[src/fiuv_pkg.sv]
`timescale 1ns / 1ps
package fiuv_pkg;
    localparam logic [31:0] CRC_POLY = 32'hEDB88320;
    localparam logic [31:0] CRC_ONES = 32'hFFFFFFFF;

    typedef enum logic [1:0] {
        CMD_BEGIN    = 2'd0,
        CMD_WORD     = 2'd1,
        CMD_FINALIZE = 2'd2,
        CMD_ABORT    = 2'd3
    } cmd_t;

    typedef enum logic [2:0] {
        ST_OK       = 3'd0,
        ST_BAD_REQ  = 3'd1,
        ST_CRC_BAD  = 3'd2,
        ST_VERIFY   = 3'd3,
        ST_BAD_BEGIN = 3'd4
    } status_t;

    typedef enum logic [1:0] {
        REG_SIZE = 2'd0,
        REG_CRC  = 2'd1,
        REG_BASE = 2'd2
    } reg_idx_t;

    // Control between the sequencer and the shared CRC bit unit.
    typedef struct packed {
        logic        load;
        logic [31:0] word;
        logic        step;
    } crc_ctl_t;
endpackage

[src/fiuv_crc_unit.sv]
`timescale 1ns / 1ps
module fiuv_crc_unit
(
    input  logic                 clk,
    input  logic                 rst_n,
    input  fiuv_pkg::crc_ctl_t   ctl,
    input  logic [31:0]          crc_a_in,
    input  logic [31:0]          crc_b_in,
    output logic [31:0]          crc_a,
    output logic [31:0]          crc_b
);
    import fiuv_pkg::*;

    // Two CRC registers advance together, one bit per step, over a shifted word.
    logic [31:0] a_reg, a_next, b_reg, b_next, w_reg, w_next;
    logic        fa, fb;

    always_comb
    begin
        a_next = a_reg;
        b_next = b_reg;
        w_next = w_reg;
        fa = a_reg[0] ^ w_reg[0];
        fb = b_reg[0] ^ w_reg[0];
        if (ctl.load)
        begin
            a_next = crc_a_in;
            b_next = crc_b_in;
            w_next = ctl.word;
        end
        else if (ctl.step)
        begin
            a_next = (a_reg >> 1) ^ (fa ? CRC_POLY : 32'd0);
            b_next = (b_reg >> 1) ^ (fb ? CRC_POLY : 32'd0);
            w_next = w_reg >> 1;
        end
    end

    always_ff @(posedge clk or negedge rst_n)
    begin
        if (!rst_n)
        begin
            a_reg <= CRC_ONES;
            b_reg <= 32'd0;
            w_reg <= 32'd0;
        end
        else
        begin
            a_reg <= a_next;
            b_reg <= b_next;
            w_reg <= w_next;
        end
    end

    assign crc_a = a_reg;
    assign crc_b = b_reg;
endmodule

[src/flash_image_upload_verifier.sv]
`timescale 1ns / 1ps
// Firmware upload session checker. Commands arrive as input beats: begin,
// chunk word, finalize and abort. Every chunk word that opens a chunk or
// continues an open one is stored in a local buffer, if it lies within the
// buffer depth, and folded into both the chunk CRC and a tentative image
// CRC by one shared bit-serial CRC unit, so the input is not ready while the
// word is stepped through the unit in 32 bit steps. The last word of a chunk
// then goes on to a check state. When that word passes all request and CRC
// checks, the buffer is replayed as one program request per word, each
// staged by a buffer read and then loaded into the output register as long
// as the output takes them; then the replay ends and an ok status beat with
// tlast set is loaded. A failing chunk yields a single status beat, loaded
// after the check. Begin, finalize and abort are accepted and then load a
// status beat, after which the input is ready again.
// The output is a register; a beat waiting in it does not hold off the next
// input beat, only the next output load waits for it. Configuration writes
// are taken at any time but must be made while the block is idle.
module flash_image_upload_verifier #(
    parameter int CHUNK_WORDS = 32
)
(
    input  logic        clk,
    input  logic        rst_n,
    // s_tdata: data_word[31:0], chunk_offset[55:32], chunk_length[63:56],
    // chunk_sum[95:64]
    input  logic [95:0] s_tdata,
    // s_tuser: command[1:0], first_word[2]
    input  logic [2:0]  s_tuser,
    input  logic        s_tlast,
    input  logic        s_tvalid,
    output logic        s_tready,
    // m_tdata: program_address[31:0], program_data[63:32], status[66:64], 0
    output logic [71:0] m_tdata,
    // m_tuser: kind[0]
    output logic        m_tuser,
    output logic        m_tlast,
    output logic        m_tvalid,
    input  logic        m_tready,
    input  logic        cfg_valid,
    output logic        cfg_ready,
    input  logic [1:0]  cfg_index,
    input  logic [31:0] cfg_data
);
    import fiuv_pkg::*;

    localparam int AW = (CHUNK_WORDS > 1) ? $clog2(CHUNK_WORDS) : 1;

    typedef enum logic [4:0] {
        S_IDLE  = 5'b00001,
        S_CRC   = 5'b00010,
        S_CHECK = 5'b00100,
        S_PLAY  = 5'b01000,
        S_OUT   = 5'b10000
    } state_t;

    state_t      state_reg, state_next;
    logic [23:0] exp_size_reg;
    logic [31:0] exp_crc_reg, base_reg;
    logic        sess_reg, open_reg, bad_reg, lastw_reg;
    logic [23:0] bytes_reg, offs_reg;
    logic [7:0]  len_reg;
    logic [31:0] run_crc_reg;
    logic [5:0]  cnt_reg, play_reg;
    logic [4:0]  bit_reg;
    logic [31:0] buf_mem [CHUNK_WORDS];
    logic [31:0] rd_reg;
    logic        m_valid_reg, m_kind_reg, m_last_reg;
    logic [31:0] m_addr_reg, m_data_reg;
    logic [2:0]  m_stat_reg;
    logic        pend_reg;
    logic [31:0] pend_addr_reg;
    logic [31:0] s_crc_q;
    logic [2:0]  stat_q;

    logic [1:0]  cmd;
    logic        first;
    logic        acc;
    crc_ctl_t    ctl;
    logic [31:0] crc_a, crc_b;
    logic        out_free;
    logic        emit;
    logic        crc_bad;

    assign cmd   = s_tuser[1:0];
    assign first = s_tuser[2];
    assign acc   = s_tvalid && s_tready;
    assign s_tready  = (state_reg == S_IDLE);
    assign cfg_ready = 1'b1;
    assign out_free  = !m_valid_reg || m_tready;
    assign emit      = out_free && (((state_reg == S_PLAY) && pend_reg) || (state_reg == S_OUT));

    // The chunk accumulator restarts at all ones on a first word; the tentative
    // image CRC restarts from the committed running CRC. Otherwise both carry on
    // from where the previous word of the chunk left them.
    always_comb
    begin
        ctl.load = acc && (cmd == CMD_WORD) && (first || open_reg);
        ctl.word = s_tdata[31:0];
        ctl.step = (state_reg == S_CRC);
    end

    fiuv_crc_unit u_crc (
        .clk      (clk),
        .rst_n    (rst_n),
        .ctl      (ctl),
        .crc_a_in (first ? CRC_ONES : crc_a),
        .crc_b_in (first ? run_crc_reg : crc_b),
        .crc_a    (crc_a),
        .crc_b    (crc_b)
    );

    // Request checks on the closed chunk.
    logic        req_bad;
    logic [24:0] end_pos;
    assign end_pos = {1'b0, offs_reg} + {17'd0, len_reg};
    assign req_bad = !sess_reg || bad_reg || (len_reg == 8'd0) || (offs_reg[1:0] != 2'd0)
                     || (len_reg[1:0] != 2'd0) || ({cnt_reg, 2'b00} != len_reg)
                     || (offs_reg != bytes_reg) || (end_pos > {1'b0, exp_size_reg});
    assign crc_bad = (crc_a ^ CRC_ONES) != s_crc_q;

    always_ff @(posedge clk)
    begin
        if (ctl.load && ((first ? 6'd0 : cnt_reg) < 6'(CHUNK_WORDS)))
        begin
            buf_mem[AW'(first ? 6'd0 : cnt_reg)] <= s_tdata[31:0];
        end
        rd_reg <= buf_mem[AW'(play_reg)];
    end

    always_comb
    begin
        state_next = state_reg;
        case (state_reg)
            S_IDLE:  if (acc) state_next = ctl.load ? S_CRC : S_OUT;
            S_CRC:   if (bit_reg == 5'd31) state_next = lastw_reg ? S_CHECK : S_IDLE;
            S_CHECK: state_next = (req_bad || crc_bad) ? S_OUT : S_PLAY;
            S_PLAY:  if (out_free && !pend_reg && play_reg == cnt_reg) state_next = S_OUT;
            S_OUT:   if (out_free) state_next = S_IDLE;
            default: state_next = S_IDLE;
        endcase
    end

    always_ff @(posedge clk or negedge rst_n)
    begin
        if (!rst_n)
        begin
            state_reg     <= S_IDLE;
            exp_size_reg  <= 24'd0;
            exp_crc_reg   <= 32'd0;
            base_reg      <= 32'd0;
            sess_reg      <= 1'b0;
            open_reg      <= 1'b0;
            bad_reg       <= 1'b0;
            lastw_reg     <= 1'b0;
            bytes_reg     <= 24'd0;
            offs_reg      <= 24'd0;
            len_reg       <= 8'd0;
            run_crc_reg   <= 32'd0;
            cnt_reg       <= 6'd0;
            play_reg      <= 6'd0;
            bit_reg       <= 5'd0;
            m_valid_reg   <= 1'b0;
            m_kind_reg    <= 1'b0;
            m_last_reg    <= 1'b0;
            m_addr_reg    <= 32'd0;
            m_data_reg    <= 32'd0;
            m_stat_reg    <= ST_OK;
            pend_reg      <= 1'b0;
            pend_addr_reg <= 32'd0;
            stat_q        <= ST_OK;
            s_crc_q       <= 32'd0;
        end
        else
        begin
            state_reg <= state_next;
            if (cfg_valid && cfg_ready)
            begin
                case (cfg_index)
                    REG_SIZE: exp_size_reg <= cfg_data[23:0];
                    REG_CRC:  exp_crc_reg  <= cfg_data;
                    REG_BASE: base_reg     <= cfg_data;
                    default:  ;
                endcase
            end
            if (emit)
            begin
                m_valid_reg <= 1'b1;
            end
            else if (m_valid_reg && m_tready)
            begin
                m_valid_reg <= 1'b0;
            end
            case (state_reg)
                S_IDLE:
                begin
                    if (acc)
                    begin
                        case (cmd)
                            CMD_BEGIN:
                            begin
                                if (exp_crc_reg == CRC_ONES)
                                begin
                                    stat_q <= ST_BAD_BEGIN;
                                end
                                else
                                begin
                                    stat_q      <= ST_OK;
                                    sess_reg    <= 1'b1;
                                    bytes_reg   <= 24'd0;
                                    run_crc_reg <= CRC_ONES;
                                    open_reg    <= 1'b0;
                                    bad_reg     <= 1'b0;
                                    cnt_reg     <= 6'd0;
                                end
                            end
                            CMD_FINALIZE:
                            begin
                                if (!sess_reg || bytes_reg != exp_size_reg
                                    || (run_crc_reg ^ CRC_ONES) != exp_crc_reg)
                                begin
                                    stat_q      <= ST_VERIFY;
                                    bytes_reg   <= 24'd0;
                                    run_crc_reg <= 32'd0;
                                end
                                else
                                begin
                                    stat_q <= ST_OK;
                                end
                                sess_reg <= 1'b0;
                                open_reg <= 1'b0;
                                bad_reg  <= 1'b0;
                                cnt_reg  <= 6'd0;
                            end
                            CMD_ABORT:
                            begin
                                stat_q      <= ST_OK;
                                sess_reg    <= 1'b0;
                                bytes_reg   <= 24'd0;
                                run_crc_reg <= 32'd0;
                                open_reg    <= 1'b0;
                                bad_reg     <= 1'b0;
                                cnt_reg     <= 6'd0;
                            end
                            default:
                            begin
                                if (ctl.load)
                                begin
                                    if (first)
                                    begin
                                        offs_reg <= s_tdata[55:32];
                                        len_reg  <= s_tdata[63:56];
                                    end
                                    // Words past the buffer depth poison the chunk.
                                    if ((first ? 6'd0 : cnt_reg) >= 6'(CHUNK_WORDS))
                                    begin
                                        bad_reg <= 1'b1;
                                    end
                                    else if (first)
                                    begin
                                        bad_reg <= 1'b0;
                                    end
                                    cnt_reg <= first ? 6'd1
                                             : ((cnt_reg < 6'd63) ? cnt_reg + 6'd1 : cnt_reg);
                                    open_reg  <= !s_tlast;
                                    lastw_reg <= s_tlast;
                                    s_crc_q   <= s_tdata[95:64];
                                    bit_reg   <= 5'd0;
                                end
                                else
                                begin
                                    stat_q <= ST_BAD_REQ;
                                end
                            end
                        endcase
                    end
                end
                S_CRC:
                begin
                    bit_reg <= bit_reg + 5'd1;
                end
                S_CHECK:
                begin
                    play_reg <= 6'd0;
                    pend_reg <= 1'b0;
                    if (req_bad)
                    begin
                        stat_q <= ST_BAD_REQ;
                    end
                    else if (crc_bad)
                    begin
                        stat_q <= ST_CRC_BAD;
                    end
                    else
                    begin
                        stat_q      <= ST_OK;
                        run_crc_reg <= crc_b;
                        bytes_reg   <= bytes_reg + {16'd0, len_reg};
                    end
                    if (req_bad || crc_bad)
                    begin
                        cnt_reg <= 6'd0;
                        bad_reg <= 1'b0;
                    end
                end
                S_PLAY:
                begin
                    // rd_reg picks up the entry at play_reg on the same edge that
                    // moves the index on, so a beat is staged behind a pending flag
                    // and loaded into the output once the output register is free.
                    if (out_free)
                    begin
                        if (pend_reg)
                        begin
                            m_kind_reg <= 1'b1;
                            m_last_reg <= 1'b0;
                            m_addr_reg <= pend_addr_reg;
                            m_data_reg <= rd_reg;
                            m_stat_reg <= ST_OK;
                            pend_reg   <= 1'b0;
                        end
                        else if (play_reg != cnt_reg)
                        begin
                            pend_reg      <= 1'b1;
                            pend_addr_reg <= base_reg + {8'd0, offs_reg}
                                             + {24'd0, play_reg, 2'b00};
                            play_reg      <= play_reg + 6'd1;
                        end
                        else
                        begin
                            cnt_reg <= 6'd0;
                            bad_reg <= 1'b0;
                        end
                    end
                end
                S_OUT:
                begin
                    if (out_free)
                    begin
                        m_kind_reg <= 1'b0;
                        m_last_reg <= 1'b1;
                        m_addr_reg <= 32'd0;
                        m_data_reg <= 32'd0;
                        m_stat_reg <= stat_q;
                    end
                end
                default: ;
            endcase
        end
    end

    assign m_tvalid = m_valid_reg;
    assign m_tuser  = m_kind_reg;
    assign m_tlast  = m_last_reg;
    assign m_tdata  = {5'd0, m_stat_reg, m_data_reg, m_addr_reg};
endmodule

[config.mk]
export PLATFORM = sky130hd
export DESIGN_NAME = flash_image_upload_verifier
export DESIGN_NICKNAME = d
export VERILOG_FILES = /design/src/fiuv_pkg.sv /design/src/fiuv_crc_unit.sv /design/src/flash_image_upload_verifier.sv
export SDC_FILE = /design/constraint.sdc
export NUM_CORES = 2
export LEC_CHECK = 0
export CORE_MARGIN = 2
export CORE_UTILIZATION = 51
export CTS_BUF_LIST = sky130_fd_sc_hd__clkbuf_4
export CTS_CLUSTER_DIAMETER = 80
export DETAILED_ROUTE_END_ITERATION = 10
export DONT_BUFFER_PORTS = 1
export PLACE_DENSITY = 0.64
export SLEW_MARGIN = 20
export SYNTH_ARGS = -nofsm -noshare
export SYNTH_HDL_FRONTEND = slang
export SYNTH_SLANG_ARGS = --single-unit
[constraint.sdc]
create_clock -name clk -period 5.14 [get_ports clk]
set_input_delay 0.771 -clock clk [delete_from_list [all_inputs] [get_ports clk]]
set_output_delay 0.771 -clock clk [all_outputs]
set_load 0.1 [all_outputs]
==> impl_metrics.yaml <==
outcome:
  violations: "hold timing"
  outcome: "finished, violations left"
placed_design:
  gp_congestion: 0.952
  port_buffers: 0
  placed_area_um2: 64300
  dp_hpwl_um: 93100
logic_synthesis:
  synth_async_sr_flop_share_pct: 29.2
  yosysTopAreaCellShare_pct: 49.7
  syn-cell-area_um2: 61800
  synth-edff-count: 1024
  synth_cell_type_count: 76
  ys_ff_latch: 1492
  syn_inst: 3887
  synth_area_leaders: "edfxtp_1, dfrtp_1, mux4_2"
  synth_flop_cell: "edfxtp_1"
  synth_top_area_cell: "edfxtp_1"
  ys_seq_area_share_pct: 68.5
  yosys_warnings: 0
  postSynthAreaPerCell_um2: 15.9
routing:
  route.detailed.drc: 0
  vias_per_cell: 5.76
  final_antenna_net_count: 0
  drt_iter0_drc: 3572
  drt-total-wl_um: 160000
  drtPass1Iterations: 8
  wl_per_cell_um: 25.5
  num_vias: 36100
sta:
  final-setup-viol-count: 0
  drv_slew: 0
  holdWs_ps: -793
  min_period_over_period_pct: 94.1
  hold_viol: 403
  period_needed_ps: 4830
  fmax_mhz: 207
  tightest_slew_ps: 1380
  skew_ps: 91.5
  slew_headroom_pct: 7.71
clocking:
  clock_latency_ps: 1310
  cts_max_path_buffers: 4
  htree_levels: 5
  root_buffer: "clkbuf_4"
  cts_setup_buffers: 0
  clk_pin_slew_ps: 70
  cts.sinks: 1492
  cts_made_buffers: 393
  tritoncts: "done"
final_layout:
  top_register: "buf_mem"
  drive_above_1_share_pct: 27.5
  area_growth_pct: 14.9
  largest_reg_flops: 1024
  n_fill_cell: 9380
  nets: 4580
  post-route-util_pct: 59.2
  stdcell_area_um2: 71100
critical_path:
  cp-start-kind: "flop"
  end_kind: "flop"
  crit_slowest_cell: "dfrtp_1"
  path_max_fanout: 10
  cp_top_family: "compound AO/OA/AOI/OAI gates"
  critPathKind: "reg2reg"
  crit_path_cell_trace: "ha_1 > a21o_1 > a21oi_1 > o21bai_1 > a21oi_1 > o21bai_1 > a21oi_1 > buf_4 > nor3_1 > nand2_1 > xnor2_1 > ha_1 > nand3_1 > nor4_2 > o21a_1 > o31a_1 > o31ai_1 > buf_4 > a31o_4 > buf_4 > and2_1 > buf_12 > a31o_2"
  arrival_ps: 5970
  critPathRequiredTime_ps: 6280
  slowest_delay_ps: 440
  critPathBufInv: 4
global_route:
  grt_antenna_before_repair: 10
  grt_start_max_net_pins: 437
  grt_pass1_vias: 36500
  grt_usage_pct: 25.9
  overflow: 0
  grt_first_pass_wirelength_um: 238000
floorplanning:
  dieArea_um2: 124000
  die_h_um: 352
  core_um2: 120000
  die_w_um: 352
  io_pins: 216
  start_util_pct: 51.5
  fp-row-count: 127
power_and_ir_drop:
  vdd.ir_drop.worst_mv: 0.454
  leakage_nw: 25.7
  power_density_nw_per_um2: 451
flow_run:
  cap_violations: 0
worst_hold_path:
  hp-class: "in2async"
[per-layer routing]
layer	share of wire [%]	up-vias	wire length (µm)	global-route usage, %
met1	41	18400	65400	35.0
li1	-	16000	-	-
met3	7.0	314	11200	5.36
met2	49	1393	77700	41.6
met5	0.042	-	67	0
met4	3.3	10	5330	10.2
[cells in the final DEF, fill, tap and decap left out, drive strengths merged, types with 94 or more instances in the layout]
cell / Yosys / final
dlygate4sd3: 0 / 159
mux2: 129 / 129
a21oi: 113 / 113
nand2: 514 / 514
o21ai: 208 / 208
dfrtp: 403 / 403
xor2: 94 / 94
xnor2: 103 / 103
buf: 52 / 107
nor2: 192 / 192
mux4: 320 / 320
edfxtp: 1024 / 1024
clkbuf: 154 / 605
[timing repair]
item	CTS	global route
endpoints found under the hold margin	1712	873
resized for setup	0	3
endpoints found under the setup margin	0	40
hold buffers	162	20
[worst reg2reg max path: stages (launching register included)]
cell      delay [ps]
dfrtp_1          440
ha_1             310
a21o_1           110
a21oi_1           90
o21bai_1         140
a21oi_1          120
o21bai_1         230
a21oi_1          110
buf_4            170
nor3_1           310
nand2_1          110
xnor2_1          140
ha_1             320
nand3_1          190
nor4_2           410
o21a_1           180
o31a_1           120
o31ai_1           80
buf_4            180
a31o_4           250
buf_4            160
and2_1           170
buf_12           150
a31o_2           220
[cells by family after synthesis]
kind of cell	count (synthesis)	synth area share (%)
flops	1492	68.5
simple gates	887	6.14
compound gates	497	4.82
mux	452	14.1
buf+inv	265	1.68
xor+xnor	197	2.79
fa+ha+maj	95	2.03
other cells	2	0.0121
[cell type report]
| type | count | area [µm²] | share of cell area, % |
|---|---|---|---|
| clock inverter | 92 | 392 | 0.551 |
| clock buffer | 605 | 4540 | 6.39 |
| tap | 1612 | 2020 | 2.84 |
| timing repair buffer | 266 | 2720 | 3.82 |
| antenna | 12 | 30.0 | 0.0423 |
| multi-input combinational | 2134 | 18800 | 26.4 |
| inverter | 59 | 221 | 0.312 |
| sequential | 1492 | 42400 | 59.6 |
[stage by stage]
stage	power, mW	setup TNS (ps)	hold WS [ps]	setup WS (ps)	std cells
after floorplan	20.1	0	417	660	3891
after global placement	21.7	0	426	326	5380
after detailed placement	21.8	0	434	303	5380
after CTS	32.3	0	-971	250	6239
after global routing	33.7	-137	-913	-46.9	6267
final	32.0	0	-793	305	6272
[synthesized netlist by cell type, drive strengths merged, types with 7 or more instances]
master / n
dfrtp: 403
and3: 9
nand2: 514
nor4: 22
o21ai: 208
mux2: 129
a22oi: 36
a21o: 22
or4: 7
inv: 58
or3: 9
a31oi: 35
mux4: 320
nand4: 37
nand3: 35
nand2b: 7
nor2b: 8
o31ai: 12
fa: 9
nor2: 192
ha: 86
nor3: 23
dfstp: 33
xor2: 94
xnor2: 103
clkbuf: 154
o22ai: 8
buf: 52
dfxtp: 32
edfxtp: 1024
nor3b: 7
a21oi: 113
[worst paths after layout]
check                                 start              end  slack (ps)  cells after the start
min in group clk                s_tdata[78]      s_crc_q[14]         180                      3
max in group asynchronous             rst_n  u_crc.w_reg[31]        4760                      0
worst min-delay path                  rst_n    m_data_reg[8]        -790                      0
worst min register to register    rd_reg[1]    m_data_reg[1]         430                      2
worst max register to register  offs_reg[1]     bytes_reg[6]         310                     23
worst max-delay path            offs_reg[1]     bytes_reg[6]         310                     23
[power by group]
group / leakage [nW] / internal [mW] / switching (mW)
Combinational: 7.86 / 2.43 / 3.08
Clock: 2.96 / 5.38 / 4.76
Sequential: 14.9 / 14.0 / 2.37
(Power assumes the default switching activity.)
